===== src/fpc_pkg.sv =====
// Shared constants, types and a helper function for the framed packet parser.
`timescale 1ns / 1ps
package fpc_pkg;

  // Default packet store depth and register reset value.
  localparam int unsigned BUF_DEPTH_DEF = 20;
  localparam logic [15:0] TIMEOUT_RESET = 16'd500;

  // Configuration port geometry and register index.
  localparam int unsigned PADDR_W      = 3;
  localparam logic        REG_TIMEOUT  = 1'b0;

  // Request kinds.
  localparam logic REQ_BYTE = 1'b0;
  localparam logic REQ_TICK = 1'b1;

  // Result status codes.
  localparam logic [1:0] STATUS_DATA    = 2'd0;
  localparam logic [1:0] STATUS_CSUM    = 2'd1;
  localparam logic [1:0] STATUS_TIMEOUT = 2'd2;

  // Framing characters.
  localparam logic [7:0] START_MARK = 8'h21;
  localparam logic [7:0] CH_A = 8'h41;
  localparam logic [7:0] CH_G = 8'h47;
  localparam logic [7:0] CH_M = 8'h4D;
  localparam logic [7:0] CH_L = 8'h4C;
  localparam logic [7:0] CH_S = 8'h53;
  localparam logic [7:0] CH_Q = 8'h51;
  localparam logic [7:0] CH_B = 8'h42;
  localparam logic [7:0] CH_C = 8'h43;

  // Packet lengths by type letter.
  localparam int unsigned LEN_SENSOR = 15;
  localparam int unsigned LEN_QUAT   = 19;
  localparam int unsigned LEN_BUTTON = 5;
  localparam int unsigned LEN_COLOR  = 6;

  // Command and status bundles between controller and datapath.
  typedef struct packed {
    logic accept;
    logic load_err;
    logic load_tmo;
    logic emit_rd;
    logic emit_load;
  } fpc_cmd_t;

  typedef struct packed {
    logic pkt_ok;
    logic pkt_bad;
    logic tmo_hit;
    logic out_free;
    logic emit_last;
  } fpc_sts_t;

  // Expected packet length from the type letter; unknown letters fill the store.
  function automatic int unsigned length_for_type(logic [7:0] t, int unsigned depth);
    int unsigned len;
    case (t)
      CH_A, CH_G, CH_M, CH_L, CH_S: len = LEN_SENSOR;
      CH_Q:                         len = LEN_QUAT;
      CH_B:                         len = LEN_BUTTON;
      CH_C:                         len = LEN_COLOR;
      default:                      len = depth;
    endcase
    return len;
  endfunction

endpackage


===== src/fpc_ctrl.sv =====
// Controller state machine: request acceptance and packet emission sequencing.
`timescale 1ns / 1ps
module fpc_ctrl
  import fpc_pkg::*;
(
  input  logic     clk_i,
  input  logic     rst_ni,
  input  logic     in_valid_i,
  output logic     in_ready_o,
  input  fpc_sts_t sts_i,
  output fpc_cmd_t cmd_o
);

  localparam logic [1:0] S_COLLECT = 2'd0;
  localparam logic [1:0] S_READ    = 2'd1;
  localparam logic [1:0] S_LOAD    = 2'd2;

  logic [1:0] state_q, state_d;

  // Requests are taken while collecting and the output register can take a result.
  assign in_ready_o = (state_q == S_COLLECT) && sts_i.out_free;

  // Next state and commands.
  always_comb begin
    state_d         = state_q;
    cmd_o           = '0;
    cmd_o.accept    = in_valid_i && in_ready_o;
    cmd_o.load_err  = cmd_o.accept && sts_i.pkt_bad;
    cmd_o.load_tmo  = cmd_o.accept && sts_i.tmo_hit;
    case (state_q)
      S_COLLECT: begin
        if (cmd_o.accept && sts_i.pkt_ok) begin
          state_d = S_READ;
        end
      end
      S_READ: begin
        cmd_o.emit_rd = 1'b1;
        state_d       = S_LOAD;
      end
      S_LOAD: begin
        if (sts_i.out_free) begin
          cmd_o.emit_load = 1'b1;
          state_d         = sts_i.emit_last ? S_COLLECT : S_READ;
        end
      end
      default: begin
        state_d = S_COLLECT;
      end
    endcase
  end

  // State register.
  always_ff @(posedge clk_i or negedge rst_ni) begin
    if (!rst_ni) begin
      state_q <= S_COLLECT;
    end else begin
      state_q <= state_d;
    end
  end

endmodule


===== src/fpc_datapath.sv =====
// Datapath: packet store, framing counters, checksum, timeout and output register.
`timescale 1ns / 1ps
module fpc_datapath
  import fpc_pkg::*;
#(
  parameter int unsigned BUF_DEPTH = BUF_DEPTH_DEF
) (
  input  logic        clk_i,
  input  logic        rst_ni,
  input  fpc_cmd_t    cmd_i,
  output fpc_sts_t    sts_o,
  input  logic        req_type_i,
  input  logic [7:0]  rx_byte_i,
  input  logic        cfg_we_i,
  input  logic [15:0] cfg_wdata_i,
  output logic [15:0] timeout_o,
  input  logic        out_ready_i,
  output logic        out_valid_o,
  output logic [1:0]  status_o,
  output logic [7:0]  data_byte_o,
  output logic [4:0]  byte_index_o,
  output logic        last_o
);

  localparam int unsigned FILL_W = $clog2(BUF_DEPTH + 1);
  localparam int unsigned ADDR_W = $clog2(BUF_DEPTH);

  // Packet store.
  logic [7:0] mem [BUF_DEPTH];
  logic [7:0] rdata_q;

  // Framing state.
  logic              in_pkt_q;
  logic [FILL_W-1:0] fill_q;
  logic [FILL_W-1:0] exp_q;
  logic [7:0]        sum_q;
  logic [15:0]       idle_q;
  logic [15:0]       tmo_q;
  logic [FILL_W-1:0] emit_n_q;
  logic [ADDR_W-1:0] emit_idx_q;

  // Output register.
  logic       out_valid_q;
  logic [1:0] status_q;
  logic [7:0] data_q;
  logic [4:0] index_q;
  logic       last_q;

  logic              is_byte, is_start, overflow, complete, csum_ok;
  logic [FILL_W-1:0] fill_inc, exp_eff;
  logic [15:0]       idle_inc;
  logic              mem_we;
  logic [ADDR_W-1:0] mem_waddr;
  logic              load_any;

  // Decode of the request against the current framing state.
  assign is_byte  = (req_type_i == REQ_BYTE);
  assign is_start = is_byte && (rx_byte_i == START_MARK);
  assign overflow = (fill_q >= FILL_W'(BUF_DEPTH));
  assign fill_inc = fill_q + FILL_W'(1);
  assign exp_eff  = (fill_q == FILL_W'(1)) ?
                    FILL_W'(length_for_type(rx_byte_i, BUF_DEPTH)) : exp_q;
  assign complete = is_byte && !is_start && in_pkt_q && !overflow && (fill_inc >= exp_eff);
  assign csum_ok  = (~sum_q == rx_byte_i);
  assign idle_inc = (idle_q == 16'hFFFF) ? idle_q : idle_q + 16'd1;

  assign load_any = cmd_i.load_err || cmd_i.load_tmo || cmd_i.emit_load;

  assign sts_o.pkt_ok    = complete && csum_ok;
  assign sts_o.pkt_bad   = complete && !csum_ok;
  assign sts_o.tmo_hit   = !is_byte && in_pkt_q && (idle_inc >= tmo_q);
  assign sts_o.out_free  = !out_valid_q || out_ready_i;
  assign sts_o.emit_last = ((FILL_W'(emit_idx_q) + FILL_W'(1)) == emit_n_q);

  // Store write: a start mark lands at index zero, other packet bytes at the fill index.
  assign mem_we    = cmd_i.accept && is_byte && (is_start || (in_pkt_q && !overflow));
  assign mem_waddr = is_start ? '0 : fill_q[ADDR_W-1:0];

  always_ff @(posedge clk_i) begin
    if (mem_we) begin
      mem[mem_waddr] <= rx_byte_i;
    end
  end

  always_ff @(posedge clk_i) begin
    if (cmd_i.emit_rd) begin
      rdata_q <= mem[emit_idx_q];
    end
  end

  // Framing state update on each accepted request, and emission index advance.
  always_ff @(posedge clk_i or negedge rst_ni) begin
    if (!rst_ni) begin
      in_pkt_q   <= 1'b0;
      fill_q     <= '0;
      exp_q      <= FILL_W'(BUF_DEPTH);
      sum_q      <= '0;
      idle_q     <= '0;
      emit_n_q   <= '0;
      emit_idx_q <= '0;
    end else begin
      if (cmd_i.accept) begin
        if (!is_byte) begin
          if (in_pkt_q) begin
            if (sts_o.tmo_hit) begin
              in_pkt_q <= 1'b0;
              fill_q   <= '0;
              exp_q    <= FILL_W'(BUF_DEPTH);
              sum_q    <= '0;
              idle_q   <= '0;
            end else begin
              idle_q <= idle_inc;
            end
          end
        end else if (is_start) begin
          in_pkt_q <= 1'b1;
          fill_q   <= FILL_W'(1);
          exp_q    <= FILL_W'(BUF_DEPTH);
          sum_q    <= rx_byte_i;
          idle_q   <= '0;
        end else if (in_pkt_q) begin
          if (overflow || complete) begin
            in_pkt_q <= 1'b0;
            fill_q   <= '0;
            exp_q    <= FILL_W'(BUF_DEPTH);
            sum_q    <= '0;
            idle_q   <= '0;
            if (complete) begin
              emit_n_q   <= fill_inc;
              emit_idx_q <= '0;
            end
          end else begin
            fill_q <= fill_inc;
            exp_q  <= exp_eff;
            sum_q  <= 8'(sum_q + rx_byte_i);
            idle_q <= '0;
          end
        end
      end else if (cmd_i.emit_load && !sts_o.emit_last) begin
        emit_idx_q <= emit_idx_q + ADDR_W'(1);
      end
    end
  end

  // Timeout register.
  always_ff @(posedge clk_i or negedge rst_ni) begin
    if (!rst_ni) begin
      tmo_q <= TIMEOUT_RESET;
    end else if (cfg_we_i) begin
      tmo_q <= cfg_wdata_i;
    end
  end

  assign timeout_o = tmo_q;

  // Output valid flag.
  always_ff @(posedge clk_i or negedge rst_ni) begin
    if (!rst_ni) begin
      out_valid_q <= 1'b0;
    end else if (load_any) begin
      out_valid_q <= 1'b1;
    end else if (out_ready_i) begin
      out_valid_q <= 1'b0;
    end
  end

  // Output payload.
  always_ff @(posedge clk_i) begin
    if (cmd_i.emit_load) begin
      status_q <= STATUS_DATA;
      data_q   <= rdata_q;
      index_q  <= emit_idx_q[4:0];
      last_q   <= sts_o.emit_last;
    end else if (cmd_i.load_err) begin
      status_q <= STATUS_CSUM;
      data_q   <= '0;
      index_q  <= '0;
      last_q   <= 1'b1;
    end else if (cmd_i.load_tmo) begin
      status_q <= STATUS_TIMEOUT;
      data_q   <= '0;
      index_q  <= '0;
      last_q   <= 1'b1;
    end
  end

  assign out_valid_o  = out_valid_q;
  assign status_o     = status_q;
  assign data_byte_o  = data_q;
  assign byte_index_o = index_q;
  assign last_o       = last_q;

endmodule


===== src/framed_packet_parser_checksum.sv =====
// Top level of the framed packet parser with inverted-sum checksum.
`timescale 1ns / 1ps
// Each request is a received byte or a millisecond tick. Bytes collect in
// a packet store from a '!' start mark; the type letter in the second byte
// sets the packet length. A completed packet whose last byte equals the
// inverted 8-bit sum of the others is emitted one result per byte: the
// store is read, then the output register is loaded once it is free, and
// new requests are held off until the last byte is loaded. A checksum
// mismatch or a timeout gives one result, loaded as the request is taken.
// The timeout register sits at byte address 0 of the APB port.
module framed_packet_parser_checksum
  import fpc_pkg::*;
#(
  parameter int unsigned BUF_DEPTH = BUF_DEPTH_DEF
) (
  input  logic               clk_i,
  input  logic               rst_ni,
  // Request channel.
  input  logic               in_valid_i,
  output logic               in_ready_o,
  input  logic               req_type_i,
  input  logic [7:0]         rx_byte_i,
  // Result channel.
  output logic               out_valid_o,
  input  logic               out_ready_i,
  output logic [1:0]         status_o,
  output logic [7:0]         data_byte_o,
  output logic [4:0]         byte_index_o,
  output logic               last_o,
  // Configuration port.
  input  logic               psel,
  input  logic               penable,
  input  logic               pwrite,
  input  logic [PADDR_W-1:0] paddr,
  input  logic [31:0]        pwdata,
  output logic [31:0]        prdata,
  output logic               pready
);

  fpc_cmd_t    cmd;
  fpc_sts_t    sts;
  logic        cfg_we;
  logic [15:0] timeout;

  // Register decode.
  assign pready = 1'b1;
  assign cfg_we = psel && penable && pwrite && pready && (paddr[2] == REG_TIMEOUT);
  assign prdata = (paddr[2] == REG_TIMEOUT) ? {16'd0, timeout} : 32'd0;

  fpc_ctrl u_ctrl (
    .clk_i      (clk_i),
    .rst_ni     (rst_ni),
    .in_valid_i (in_valid_i),
    .in_ready_o (in_ready_o),
    .sts_i      (sts),
    .cmd_o      (cmd)
  );

  fpc_datapath #(
    .BUF_DEPTH (BUF_DEPTH)
  ) u_datapath (
    .clk_i        (clk_i),
    .rst_ni       (rst_ni),
    .cmd_i        (cmd),
    .sts_o        (sts),
    .req_type_i   (req_type_i),
    .rx_byte_i    (rx_byte_i),
    .cfg_we_i     (cfg_we),
    .cfg_wdata_i  (pwdata[15:0]),
    .timeout_o    (timeout),
    .out_ready_i  (out_ready_i),
    .out_valid_o  (out_valid_o),
    .status_o     (status_o),
    .data_byte_o  (data_byte_o),
    .byte_index_o (byte_index_o),
    .last_o       (last_o)
  );

endmodule


===== config.mk =====
export PLATFORM = sky130hd
export DESIGN_NAME = framed_packet_parser_checksum
export DESIGN_NICKNAME = d
export VERILOG_FILES = /design/src/fpc_pkg.sv /design/src/fpc_ctrl.sv /design/src/fpc_datapath.sv /design/src/framed_packet_parser_checksum.sv
export SDC_FILE = /design/constraint.sdc
export NUM_CORES = 1
export LEC_CHECK = 0
export ABC_AREA = 1
export BUFFER_PORTS_ARGS = -buffer_cell sky130_fd_sc_hd__buf_2
export CAP_MARGIN = 40
export CORE_ASPECT_RATIO = 1.75
export CORE_MARGIN = 4
export CORE_UTILIZATION = 45
export DETAILED_ROUTE_END_ITERATION = 12
export SYNTH_ARGS = -nofsm -noshare
export SYNTH_HDL_FRONTEND = slang
export SYNTH_SLANG_ARGS = --single-unit

===== constraint.sdc =====
create_clock -name clk_i -period 4.4 [get_ports clk_i]
set_input_delay 0.22 -clock clk_i [delete_from_list [all_inputs] [get_ports clk_i]]
set_output_delay 0.22 -clock clk_i [all_outputs]
set_load 0.01 [all_outputs]

==> flow_summary_export.csv <==
group,metric,value,unit
drt,num_vias,8690,
worst_setup_path,path_class,"reg2reg",
placement,port-buffer-count,66,
synth,yosys.area.top_type,"edfxtp_1",
timing,slew_headroom,43.2,%
status,status,"finished, final reports clean",
global_routing,overflow,0,
drt,routed.top_layer,"met4",
clock_tree,clock_sinks,248,
synth,synth_seq_cells,248,
synth,syn_area,0.0120,sq mm
worst_setup_path,crit_top_cell,"nand2_1",
timing,worstMarginPinSlew,0.849,ns
clock_tree,clk_pin_slew,0.07,ns
clock_tree,numCtsBuffers,23,
worst_setup_path,end_kind,"flip-flop",
timing,fin_setup_tns,0,ns
clock_tree,postCtsSetupBuffers,0,
placement,hpwl,21400,microns
clock_tree,htree_levels,1,
synth,synth_top_cells_by_count,"nand2_1, nor2_1, edfxtp_1, inv_1, o21ai_0",
clock_tree,clock_path_buffers,3,
timing,fin_crit,3.41,ns
worst_setup_path,crit_required,4.53,ns
floorplanning,core,0.0265,sq mm
timing,fin_crit_sh,77.6,%
synth,syn_inst,1225,
placement,placed_area,0.0126,sq mm
floorplanning,rows,79,
floorplanning,die_w,132,microns
pwr,p_per_area,506,mW/mm^2
clock_tree,cts_tree,"yes",
synth,synth_edf_count,182,
worst_setup_path,cp_max_fo,14,
timing,finalHoldViolCount,0,
drt,via_per_inst,5.31,
drt,first_pass_iters,5,
synth,ys_seq_area_share,59.1,%
clock_tree,cts_resized,0,
layout,finalNetCount,1382,
global_routing,grt_max_degree,62,
global_routing,antenna_found_initial,0,
run,cap_violations,0,
drt,routed-wl-met3,1030,microns
drt,wl_met2,17100,microns
layout,drive_gt1_share,12.6,%
worst_hold_path,hold_class,"in2reg",
floorplanning,ios,102,
worst_setup_path,arrival,3.54,ns
pwr,p_leak,0.00572,uW
global_routing,grt_pass1_wl,46900,microns
timing,setup_viol,0,
layout,finalInstanceArea,0.0135,sq mm
drt,ant_nets,0,
drt,wl,30200,microns
global_routing,grt_pass1_vias,8650,
clock_tree,clock_latency,0.52,ns
global_routing,track_usage,20.4,%
timing,fmax,293,MHz
synth,synth_cell_types,45,
synth,avgSynthCellArea,9.82,sq um
layout,syn_to_final_growth,12.5,%
drt,met1Wirelength,10500,microns
drt,drt_iter0_drc,531,
layout,antenna_cells,0,
placement,place.gp.congestion,0.897,
worst_setup_path,crit_chain,"ha_1 > nand2_1 > nor2_2 > nand3_1 > o21ai_0 > inv_1 > ha_1 > inv_1 > nand2_1 > a21boi_0 > nand2_1 > nand4_1 > nand2_1 > inv_1 > nand2_1",
floorplanning,die_h,224,microns
clock_tree,cts-root-buf,"clkbuf_16",
timing,rsz0062_at_grt,"no",
floorplanning,dieArea,0.0295,sq mm
timing,fin_skew,0.0228,ns
synth,yosysMostFrequentCell,"nand2_1",
synth,synthFlopType,"edfxtp_1",
synth,async_flop_share,25.8,%
drt,wire_per_inst,18.4,microns
drt,post-route-drc-count,0,
synth,ys_warn_count,0,
worst_setup_path,cp-start-kind,"flip-flop",
pwr,vdd_drop_max,0.339,mV
synth,yosysTopAreaCellShare,45.4,%
synth,synth_area_leaders,"edfxtp_1, dfrtp_1, nand2_1",
floorplanning,start_util,45.4,%
worst_setup_path,slowest_stage,"dfrtp_1",
timing,slew_violations,0,
worst_setup_path,slowest_delay,0.56,ns
power by group:
part | internal, uW | switching [uW] | leakage (uW)
logic | 642 | 1330 | 0.00288
clock network | 1160 | 881 | 0.000370
registers | 2710 | 130 | 0.00247
total | 4510 | 2340 | 0.00572
registers in the layout (all words and copies together) (netlist names):
register / flops
u_ctrl.state_q: 2
u_datapath.byte_index_o: 5
u_datapath.data_byte_o: 8
u_datapath.emit_idx_q: 5
u_datapath.emit_n_q: 5
u_datapath.exp_q: 5
u_datapath.fill_q: 5
u_datapath.idle_q: 16
u_datapath.in_pkt_q: 1
u_datapath.last_o: 1
u_datapath.mem: 160
u_datapath.out_valid_o: 1
u_datapath.rdata_q: 8
u_datapath.status_o: 2
u_datapath.sum_q: 8
u_datapath.timeout_o: 16
what timing repair did:
action / CTS / global route
endpoints found under the hold margin: 42 / 0
setup endpoints to repair: 0 / 0
hold buffers: 18 / 0
cell usage in the layout, fill, tap and decap left out, drive strengths merged, types with 18 or more instances in the layout:
cell	instances
nand3	67
a21oi	35
o221ai	19
inv	116
buf	83
nand2	236
ha	33
edfxtp	182
o22ai	21
nand4	24
o21ai	113
clkbuf	27
dfrtp	56
dlygate4sd3	18
nor2	200
metal layers:
| metal | track usage [%] | up-vias |
|---|---|---|
| met4 | 9.87 | 0 |
| met1 | 20.8 | 4137 |
| li1 | - | 4262 |
| met3 | 2.08 | 76 |
| met2 | 40.7 | 215 |
| met5 | 0 | - |
layout make-up:
cell class | count | area (sq um)
well taps | 324 | 405
inverters | 114 | 432
multi-input cells | 809 | 4150
fillers | 2407 | 12900
flip-flops and latches | 248 | 7120
clock buffers | 27 | 591
repair buffers | 101 | 671
clock inverters | 15 | 179
worst paths after layout:
kind | start | endpoint | slack [ns] | depth (start not counted)
max in group asynchronous | rst_ni | u_datapath.exp_q[4] | 3.07 | 3
min in group asynchronous | rst_ni | u_datapath.idle_q[11] | 0.31 | 2
hold / removal | in_valid_i | u_datapath.in_pkt_q | 0.06 | 4
hold reg to reg | u_datapath.status_o[1] | u_datapath.status_o[1] | 0.45 | 2
setup / recovery | u_datapath.fill_q[0] | u_datapath.byte_index_o[4] | 0.99 | 15
setup reg to reg | u_datapath.fill_q[0] | u_datapath.byte_index_o[4] | 0.99 | 15
metrics by stage:
step | total power [uW] | hold WS [ns] | setup WS (ns) | instances | util, %
2_1_floorplan | 4200 | -0.0756 | 1.65 | 1240 | -
6_report | 6850 | 0.0579 | 0.987 | 1638 | 51.1
4_1_cts | 6920 | 0.0407 | 0.947 | 1638 | 51.1
5_1_grt | 7270 | 0.0679 | 0.571 | 1638 | 51.1
3_3_place_gp | 4810 | 0.332 | 0.959 | 1575 | 47.3
3_5_place_dp | 4870 | 0.330 | 0.960 | 1578 | 47.5
worst max-delay path, delay by kind of cell, from the launching register on:
kind                     cells  cell delay [ns]
AO/OA/AOI/OAI                2             0.42
adder cells (fa/ha/maj)      2             0.49
buffers and inverters        3             0.23
flip-flops                   1             0.56
AND/OR/NAND/NOR              8             1.33
kinds of logic after synthesis:
logic type                 share of synthesized area [%]
xor gates and xnor gates                            1.60
and+or+nand+nor                                     19.2
AOI/OAI and AO/OA                                   9.49
buffers and inverters                               6.88
other                                             0.0624
adders and majority gates                           3.60
DFF                                                 59.1
Power figures use the tool's default switching activity.
